--- src/rtl/core/mrwr_pkg.sv ---
// ----------------------------------------------------------------------------
// Miller-Rabin round package
// Shared types and constants for the witness round controller and datapath.
// ----------------------------------------------------------------------------
`default_nettype none
package mrwr_pkg;
	localparam logic [1:0] VERDICT_PRIME     = 2'd0;
	localparam logic [1:0] VERDICT_COMPOSITE = 2'd1;
	localparam logic [1:0] VERDICT_BAD_BASE  = 2'd2;

	typedef enum logic [3:0] {
		ST_IDLE, ST_LOAD, ST_STRIP, ST_POW_BIT, ST_MUL_R, ST_MUL_B, ST_SHIFT_E,
		ST_CHECK, ST_SQUARE, ST_SQ_CHECK, ST_DONE
	} mrwr_state_t;

	// datapath operation selects
	typedef enum logic [2:0] {
		OP_NONE, OP_LOAD, OP_STRIP, OP_MUL_START, OP_SHIFT_E, OP_SQ_START
	} mrwr_op_t;

	typedef struct packed {
		mrwr_op_t op;
		logic     mul_to_r;  // product goes to result register, else to base
	} mrwr_cmd_t;

	typedef struct packed {
		logic [1:0] early;     // verdict settled before any test
		logic       early_hit;
		logic       d_odd;
		logic       e_zero;
		logic       e_lsb;
		logic       mul_busy;
		logic       x_one;
		logic       x_nm1;
		logic       s_left;    // squarings remain
	} mrwr_sts_t;
endpackage
`default_nettype wire

--- src/rtl/core/mrwr_stream_if.sv ---
// ----------------------------------------------------------------------------
// Valid/ready stream interface
// Carries one item with a valid/ready handshake.
// ----------------------------------------------------------------------------
`default_nettype none
interface mrwr_stream_if #(parameter int W = 1);
	logic         valid;
	logic         ready;
	logic [W-1:0] data;
	modport source (output valid, output data, input ready);
	modport sink   (input valid, input data, output ready);
endinterface
`default_nettype wire

--- src/rtl/core/mrwr_datapath.sv ---
// ----------------------------------------------------------------------------
// Miller-Rabin datapath
// Operand registers, bit-serial modular multiplier and status compares.
// ----------------------------------------------------------------------------
`default_nettype none
module mrwr_datapath #(
	parameter int WIDTH = 64
) (
	input  wire logic                clk,
	input  wire logic                arst_n,
	input  wire logic [WIDTH-1:0]    cand,
	input  wire logic [WIDTH-1:0]    base,
	input  mrwr_pkg::mrwr_cmd_t      cmd,
	output mrwr_pkg::mrwr_sts_t      sts
);
	import mrwr_pkg::*;

	localparam int CW = $clog2(WIDTH + 1);

	logic [WIDTH-1:0] n_q, nm1_q, d_q, r_q, b_q;
	logic [CW-1:0]    s_q;
	logic [WIDTH-1:0] acc_q, mx_q, my_q;
	logic [CW-1:0]    bit_q;
	logic             busy_q, to_r_q;

	logic [WIDTH-1:0] dbl, addx;
	logic [WIDTH:0]   sum1, sum2;
	logic             base_bad;

	// acc = 2*acc mod n, then + x mod n
	always_comb begin
		sum1 = {1'b0, acc_q} + {1'b0, acc_q};
		dbl  = (sum1 >= {1'b0, n_q}) ? sum1[WIDTH-1:0] - n_q : sum1[WIDTH-1:0];
		sum2 = {1'b0, dbl} + {1'b0, mx_q};
		addx = (sum2 >= {1'b0, n_q}) ? sum2[WIDTH-1:0] - n_q : sum2[WIDTH-1:0];
	end

	// early verdicts from the raw candidate and base
	always_comb begin
		base_bad = (base < WIDTH'(2)) || (base > cand - WIDTH'(2));
		sts.early     = VERDICT_COMPOSITE;
		sts.early_hit = 1'b1;
		if (cand < WIDTH'(2))
			sts.early = VERDICT_COMPOSITE;
		else if (cand == WIDTH'(2) || cand == WIDTH'(3))
			sts.early = VERDICT_PRIME;
		else if (!cand[0])
			sts.early = VERDICT_COMPOSITE;
		else if (base_bad)
			sts.early = VERDICT_BAD_BASE;
		else
			sts.early_hit = 1'b0;
		sts.d_odd    = d_q[0];
		sts.e_zero   = (d_q == '0);
		sts.e_lsb    = d_q[0];
		sts.mul_busy = busy_q;
		sts.x_one    = (r_q == WIDTH'(1));
		sts.x_nm1    = (r_q == nm1_q);
		sts.s_left   = (s_q > CW'(1));
	end

	// operand registers and multiplier sequencing
	always_ff @(posedge clk or negedge arst_n) begin
		if (!arst_n) begin
			busy_q <= 1'b0;
			to_r_q <= 1'b0;
			n_q    <= '0;
			nm1_q  <= '0;
			d_q    <= '0;
			r_q    <= '0;
			b_q    <= '0;
			s_q    <= '0;
			acc_q  <= '0;
			mx_q   <= '0;
			my_q   <= '0;
			bit_q  <= '0;
		end else begin
			if (busy_q) begin
				acc_q <= my_q[bit_q[$clog2(WIDTH)-1:0]] ? addx : dbl;
				if (bit_q == '0) begin
					busy_q <= 1'b0;
					if (to_r_q)
						r_q <= my_q[0] ? addx : dbl;
					else
						b_q <= my_q[0] ? addx : dbl;
				end
				bit_q <= bit_q - CW'(1);
			end
			case (cmd.op)
				OP_LOAD: begin
					n_q   <= cand;
					nm1_q <= cand - WIDTH'(1);
					d_q   <= cand - WIDTH'(1);
					b_q   <= base;
					r_q   <= WIDTH'(1);
					s_q   <= '0;
				end
				OP_STRIP: begin
					d_q <= d_q >> 1;
					s_q <= s_q + CW'(1);
				end
				OP_MUL_START: begin
					busy_q <= 1'b1;
					to_r_q <= cmd.mul_to_r;
					acc_q  <= '0;
					bit_q  <= CW'(WIDTH - 1);
					mx_q   <= cmd.mul_to_r ? r_q : b_q;
					my_q   <= b_q;
				end
				OP_SQ_START: begin
					busy_q <= 1'b1;
					to_r_q <= 1'b1;
					acc_q  <= '0;
					bit_q  <= CW'(WIDTH - 1);
					mx_q   <= r_q;
					my_q   <= r_q;
					s_q    <= s_q - CW'(1);
				end
				OP_SHIFT_E: d_q <= d_q >> 1;
				default: ;
			endcase
		end
	end
endmodule
`default_nettype wire

--- src/rtl/core/mrwr_ctrl.sv ---
// ----------------------------------------------------------------------------
// Miller-Rabin controller
// Sequences the strip, exponentiation and squaring steps of one round.
// ----------------------------------------------------------------------------
`default_nettype none
module mrwr_ctrl (
	input  wire logic            clk,
	input  wire logic            arst_n,
	input  wire logic            in_valid,
	output logic                 in_ready,
	output logic                 out_valid,
	input  wire logic            out_ready,
	output logic [1:0]           verdict,
	input  mrwr_pkg::mrwr_sts_t  sts,
	output mrwr_pkg::mrwr_cmd_t  cmd
);
	import mrwr_pkg::*;

	mrwr_state_t state_q, state_d;
	logic [1:0]  verdict_q, verdict_d;

	// hold state and verdict
	always_ff @(posedge clk or negedge arst_n) begin
		if (!arst_n) begin
			state_q   <= ST_IDLE;
			verdict_q <= VERDICT_PRIME;
		end else begin
			state_q   <= state_d;
			verdict_q <= verdict_d;
		end
	end

	// next state and commands
	always_comb begin
		state_d   = state_q;
		verdict_d = verdict_q;
		cmd.op       = OP_NONE;
		cmd.mul_to_r = 1'b0;
		in_ready  = 1'b0;
		out_valid = 1'b0;
		case (state_q)
			ST_IDLE: begin
				in_ready = 1'b1;
				if (in_valid) begin
					cmd.op = OP_LOAD;
					if (sts.early_hit) begin
						verdict_d = sts.early;
						state_d   = ST_DONE;
					end else begin
						state_d = ST_STRIP;
					end
				end
			end
			ST_STRIP: begin
				if (sts.d_odd) state_d = ST_POW_BIT;
				else cmd.op = OP_STRIP;
			end
			ST_POW_BIT: begin
				if (sts.e_zero) state_d = ST_CHECK;
				else if (sts.e_lsb) begin
					cmd.op = OP_MUL_START; cmd.mul_to_r = 1'b1; state_d = ST_MUL_R;
				end else begin
					cmd.op = OP_MUL_START; state_d = ST_MUL_B;
				end
			end
			ST_MUL_R: begin
				if (!sts.mul_busy) begin
					cmd.op = OP_MUL_START; state_d = ST_MUL_B;
				end
			end
			ST_MUL_B: begin
				if (!sts.mul_busy) begin
					cmd.op = OP_SHIFT_E; state_d = ST_POW_BIT;
				end
			end
			ST_CHECK: begin
				if (sts.x_one || sts.x_nm1) begin
					verdict_d = VERDICT_PRIME; state_d = ST_DONE;
				end else if (sts.s_left) begin
					cmd.op = OP_SQ_START; state_d = ST_SQUARE;
				end else begin
					verdict_d = VERDICT_COMPOSITE; state_d = ST_DONE;
				end
			end
			ST_SQUARE: if (!sts.mul_busy) state_d = ST_SQ_CHECK;
			ST_SQ_CHECK: begin
				if (sts.x_nm1) begin
					verdict_d = VERDICT_PRIME; state_d = ST_DONE;
				end else if (sts.x_one || !sts.s_left) begin
					verdict_d = VERDICT_COMPOSITE; state_d = ST_DONE;
				end else begin
					cmd.op = OP_SQ_START; state_d = ST_SQUARE;
				end
			end
			ST_DONE: begin
				out_valid = 1'b1;
				if (out_ready) state_d = ST_IDLE;
			end
			default: state_d = ST_IDLE;
		endcase
		verdict = verdict_q;
	end
endmodule
`default_nettype wire

--- src/rtl/core/miller_rabin_witness_round.sv ---
// ----------------------------------------------------------------------------
// Miller-Rabin witness round
// One primality round per item: candidate and base in, verdict out.
// ----------------------------------------------------------------------------
// One item at a time. A round takes about (2*bits(d) + s) modular products from
// the bit-serial shift-and-add multiplier, plus the steps that strip n-1.
// Trivial candidates and bad bases go straight to the verdict, with no product.
`default_nettype none
module miller_rabin_witness_round #(
	parameter int WIDTH = 64
) (
	input  wire logic clk,
	input  wire logic arst_n,
	mrwr_stream_if.sink   in_item,
	mrwr_stream_if.source out_item
);
	import mrwr_pkg::*;

	mrwr_cmd_t cmd;
	mrwr_sts_t sts;
	logic [WIDTH-1:0] cand, base;

	assign cand = in_item.data[WIDTH-1:0];
	assign base = in_item.data[64+WIDTH-1:64];

	mrwr_ctrl u_ctrl (
		.clk(clk), .arst_n(arst_n),
		.in_valid(in_item.valid), .in_ready(in_item.ready),
		.out_valid(out_item.valid), .out_ready(out_item.ready),
		.verdict(out_item.data), .sts(sts), .cmd(cmd)
	);

	mrwr_datapath #(.WIDTH(WIDTH)) u_dp (
		.clk(clk), .arst_n(arst_n), .cand(cand), .base(base),
		.cmd(cmd), .sts(sts)
	);
endmodule
`default_nettype wire

--- src/flat_wrapper.sv ---
// flat-port wrapper written by rule: the top's interface ports become plain ports
module miller_rabin_witness_round_flat import mrwr_pkg::*;
#(
	parameter int WIDTH = 64
)
  (clk, arst_n, in_item_valid, in_item_data, in_item_ready, out_item_valid, out_item_data, out_item_ready);
  mrwr_stream_if #(.W(2*WIDTH)) in_item_i ();
  mrwr_stream_if #(.W(2)) out_item_i ();
  input  wire logic clk;
  input  wire logic arst_n;
  input wire logic [$bits(in_item_i.valid)-1:0] in_item_valid;
  input wire logic [$bits(in_item_i.data)-1:0] in_item_data;
  output wire logic [$bits(in_item_i.ready)-1:0] in_item_ready;
  output wire logic [$bits(out_item_i.valid)-1:0] out_item_valid;
  output wire logic [$bits(out_item_i.data)-1:0] out_item_data;
  input wire logic [$bits(out_item_i.ready)-1:0] out_item_ready;
  assign in_item_i.valid = in_item_valid;
  assign in_item_i.data = in_item_data;
  assign in_item_ready = in_item_i.ready;
  assign out_item_valid = out_item_i.valid;
  assign out_item_data = out_item_i.data;
  assign out_item_i.ready = out_item_ready;
  miller_rabin_witness_round #(.WIDTH(WIDTH)) u_core (.clk(clk), .arst_n(arst_n), .in_item(in_item_i), .out_item(out_item_i));
endmodule
--- config.mk ---
export PLATFORM = sky130hd
export DESIGN_NAME = miller_rabin_witness_round_flat
export DESIGN_NICKNAME = d
export VERILOG_FILES = /design/src/rtl/core/mrwr_pkg.sv /design/src/rtl/core/mrwr_stream_if.sv /design/src/rtl/core/mrwr_datapath.sv /design/src/rtl/core/mrwr_ctrl.sv /design/src/rtl/core/miller_rabin_witness_round.sv /design/src/flat_wrapper.sv
export SDC_FILE = /design/constraint.sdc
export NUM_CORES = 2
export LEC_CHECK = 0
export ABC_AREA = 1
export BUFFER_PORTS_ARGS = -buffer_cell sky130_fd_sc_hd__buf_2
export CAP_MARGIN = 20
export CORE_ASPECT_RATIO = 2
export CORE_UTILIZATION = 50
export DETAILED_ROUTE_END_ITERATION = 8
export GPL_ROUTABILITY_DRIVEN = 0
export GPL_TIMING_DRIVEN = 0
export PLACE_DENSITY = 0.75
export RECOVER_POWER = 25
export SYNTH_ARGS = -nofsm -noshare
export SYNTH_HDL_FRONTEND = slang
export SYNTH_HIERARCHICAL = 1
export SYNTH_SLANG_ARGS = --single-unit
--- constraint.sdc ---
create_clock -name clk -period 15.96 [get_ports clk]
set_clock_uncertainty 0.15 [all_clocks]
set_input_delay 1.596 -clock clk [delete_from_list [all_inputs] [get_ports clk]]
set_output_delay 1.596 -clock clk [all_outputs]
set_load 0.05 [all_outputs]
==> results.py, run 1 <==
metrics = {
    "placed_design": {
        "port_buffers": 128,
        "dpl.hpwl_um": 220500,
        "place_inst": 8706,
    },
    "floorplanning": {
        "rows": 158,
        "start_util": 0.5052,
        "io_pins": 136,
        "die_w_um": 218.7,
        "fp.dieH_um": 435.3,
    },
    "yosys": {
        "synth_top_area_cell": "dfrtp_1",
        "synth_top_area_frac": 0.2847,
        "synth.avg_cell_area_sq_um": 6.373,
        "synth.distinct_cells": 54,
        "yosys_warnings": 6,
        "synth_common_cells": "1955 x nand2_1, 1093 x inv_1, 829 x nor2_1, 579 x nand3_1, 534 x dfrtp_1",
        "synth_edf_count": 0,
        "ys_ff_latch": 534,
        "synth.area.top_cells": "dfrtp_1 28%, nand2_1 16%, inv_1 8.7%",
        "synth_ff_type": "dfrtp_1",
        "synth_fp_nets": 7767,
        "yosysMostFrequentCell": "nand2_1",
        "netlist_area_sq_mm": 0.04694,
        "async_reset_ff_frac": 1.000,
        "netlist_instances": 7366,
        "ys_seq_area_frac": 0.2847,
    },
    "global_routing": {
        "grt_max_degree": 120,
        "grt_pass1_wl_um": 513100,
        "grt.total_usage": 0.7342,
        "grt_pass1_vias": 64680,
        "grt-ovfl-total": 2161,
    },
    "cts": {
        "htree_levels": 2,
        "cts_setup_buffers": 0,
        "cts_buffers": 45,
        "clock-root-buffer": "clkbuf_16",
        "clock-sinks": 534,
        "cts_hold_buf": 0,
        "cts_resized": 0,
        "cts_buffer_depth": 3,
    },
    "run_status": {
        "stop_stage": "global routing (5_1_grt)",
        "run_status": "stopped before the end",
        "first-error": "[ERROR GRT-0116] Global routing finished with congestion. Check the congestion regions in the DRC Viewer.",
    },
}
[kinds of logic after synthesis]
kind of cell | share of synthesized area
compound gates | 0.1414
simple gates | 0.3433
buf+inv | 0.1121
xor+xnor | 0.04627
fa+ha+maj | 0.07218
flops | 0.2847
[through the flow]
stage          area [sq um]    util  worst slack (ns)  hold WS (ns)
2_1_floorplan         46940       -             10.33        0.2988
3_3_place_gp          49080  0.5283             2.209        0.3148
3_5_place_dp          49290  0.5305             6.092        0.3222
4_1_cts               50930  0.5482             6.054        0.3419
[layer usage]
layer  GRT usage  overflow
met4      0.7193       525
met3      0.5416        43
met5      0.2141         1
met2      0.9484      1554
met1      0.7205        38
==> inputs of run 2 (changes only) <==
Settings changed: CORE_ASPECT_RATIO 2 to unset, CORE_UTILIZATION 50 to 35, PLACE_DENSITY 0.75 to unset, PLACE_DENSITY_LB_ADDON set to 0.15.
==> results.py, run 2 <==
metrics = {
    "run_status": {
        "run_status": "finished, violations left",
        "violations": "capacitance limit, slew limit",
    },
    "floorplanning": {
        "rows": 134,
        "dieArea_sq_mm": 0.1356,
        "fp.dieH_um": 368.2,
        "io_pins": 136,
        "fp.coreArea_sq_mm": 0.1333,
        "start_util": 0.3522,
        "die_w_um": 368.2,
    },
    "yosys": {
        "synth_top_area_cell": "dfrtp_1",
        "netlist_instances": 7366,
        "synth-compound-area-share": 0.1414,
        "synth.avg_cell_area_sq_um": 6.373,
        "synth_simple_gate_area_frac": 0.3433,
        "synth_fp_nets": 7767,
        "netlist_area_sq_mm": 0.04694,
        "synth_xor_area_frac": 0.04627,
        "synth.area.top_cells": "dfrtp_1 28%, nand2_1 16%, inv_1 8.7%",
        "synth_top_family_by_area": "simple AND/OR/NAND/NOR gates",
        "ys_ff_latch": 534,
        "async_reset_ff_frac": 1.000,
        "synth_edf_count": 0,
        "synth_common_cells": "1955 x nand2_1, 1093 x inv_1, 829 x nor2_1, 579 x nand3_1, 534 x dfrtp_1",
        "synth_top_area_frac": 0.2847,
        "synthMuxAreaShare": 0,
        "synth_ff_type": "dfrtp_1",
        "yosysMostFrequentCell": "nand2_1",
        "synth.distinct_cells": 54,
        "yosys_warnings": 6,
        "synthAdderAreaFrac": 0.07218,
        "ys_seq_area_frac": 0.2847,
    },
    "route": {
        "routedWlPerCell_um": 27.24,
        "via_per_inst": 5.797,
        "ant_nets": 0,
        "firstDrtPassIters": 9,
        "vias": 54480,
        "routed_wl_um": 256000,
        "drc": 0,
        "drt_iter0_markers": 8169,
    },
    "cts": {
        "cts_buffer_depth": 3,
        "clock_latency_ns": 0.67,
        "clock-root-buffer": "clkbuf_16",
        "cts_setup_buffers": 0,
        "htree_levels": 3,
        "tritoncts": "yes",
        "cts_hold_buf": 0,
        "cts.clk_slew.worst_paths_ns": 0.06,
        "cts_buffers": 67,
        "clock-sinks": 534,
        "cts_resized": 0,
    },
    "global_routing": {
        "grt_max_degree": 118,
        "grt_pass1_wl_um": 352700,
        "antenna_found_initial": 5,
        "grt.total_usage": 0.3650,
        "grt-ovfl-total": 0,
        "grt_pass1_vias": 48820,
    },
    "sta": {
        "hold_viol": 0,
        "clock.fmax_mhz": 97.63,
        "slew_headroom": -3.429,
        "tightest_slew_ns": 6.644,
        "whs_ns": 0.3393,
        "rsz0062_at_grt": "no",
        "drv_slew": 219,
        "fin_tns_setup_ns": 0,
        "fin_crit_sh": 0.6418,
        "setup-violations-final": 0,
        "finalCriticalPeriod_ns": 10.24,
    },
    "critical_path": {
        "worstPathMaxFanout": 10,
        "setup.worst_path.start": "u_core/u_dp/n_q[36]",
        "slowest_stage": "nor2_1",
        "slowest_delay_ns": 0.69,
        "required_ns": 16.39,
        "r2r_cells": 47,
        "arrival_ns": 10.68,
        "r2r_start": "u_core/u_dp/n_q[36]",
        "crit_path_end_kind": "flip-flop",
        "reg2reg_slack_ns": 5.72,
        "crit_type": "flip-flop to flip-flop",
        "startpoint_type": "flip-flop",
        "r2r-end": "u_core/u_dp/b_q[4]",
        "critPathMostFrequentCell": "nand2_1",
        "endpoint": "u_core/u_dp/b_q[4]",
    },
    "cells_and_area": {
        "final_common_cell": "nand2_1",
        "layout_common_cells": "1955 x nand2_1, 1093 x inv_1, 830 x nor2_1",
        "area_growth_syn_to_layout_pct": 11.29,
        "drive_gt1_frac": 0.05310,
        "layout.nets": 7976,
    },
    "placed_design": {
        "port_buffers": 128,
        "dpl.hpwl_um": 217600,
    },
    "job": {
        "cap_violations": 2,
    },
    "hold_path": {
        "hp-class": "flip-flop to flip-flop",
    },
}
-- run 2: cell counts after synthesis --
No cell type changed its count.
-- run 2: area by class of cell --
cell class | instances | area (sq um)
fillers | 14750 | 81050
multi-input cells | 5480 | 28310
clock buffers | 89 | 1859
plain buffers | 235 | 1071
clock inverters | 32 | 411.6
repair buffers | 140 | 810.8
inverters | 1117 | 4193
well taps | 1768 | 2212
diodes | 3 | 7.507
flip-flops and latches | 534 | 13360
-- run 2: worst max-delay path, delay by kind of cell, from the launching register on --
kind,cells,cell delay (ns)
buffers and inverters,7,1.48
AOI/OAI and AO/OA,5,1.43
and+or+nand+nor,32,5.55
adders and majority gates,3,1.16
DFF,1,0.35
-- run 2: routing by layer --
layer / global-route usage / up-vias / routed length [um]
met3: 0.1116 / 543 / 32000
met2: 0.5088 / 3479 / 101600
li1: - / 24510 / -
met4: 0.2255 / 4 / 19000
met5: 0.007835 / - / 158
met1: 0.4869 / 25950 / 103300
-- run 2: worst min-delay path by stage --
stage,endpoint,from,cells past startpoint
after floorplan,u_core/u_dp/r_q[0],u_core/u_dp/r_q[0],2
after global placement,u_core/u_ctrl/verdict[0],u_core/u_ctrl/verdict[0],2
after detailed placement,u_core/u_ctrl/verdict[0],u_core/u_ctrl/verdict[0],2
after CTS,u_core/u_dp/r_q[0],u_core/u_dp/r_q[0],2
after global routing,u_core/u_dp/r_q[0],u_core/u_dp/r_q[0],2
final,u_core/u_ctrl/verdict[0],u_core/u_ctrl/verdict[0],2
-- run 2: kinds of logic (layout without fill, tap and decap cells) --
logic type	count (synthesis)	in the layout
adder cells (fa/ha/maj)	269	269
AO/OA/AOI/OAI	1157	1157
other	0	3
AND/OR/NAND/NOR	3806	3806
XOR/XNOR	248	248
buffers and inverters	1352	1613
flip-flops	534	534
-- run 2: through the flow --
stage,instances,setup slack [ns],utilization,area (sq um)
global route,9395,5.533,0.3919,52230
global placement,9262,1.018,0.3736,49800
finish,9398,5.717,0.3919,52240
detailed placement,9272,6.541,0.3751,50000
CTS,9393,6.531,0.3922,52270
floorplan,7366,10.33,-,46940
Power of run 2 is left out: the tool's default activity adds up to more than one toggle a clock period on the data nets, which glitch-free logic cannot reach.
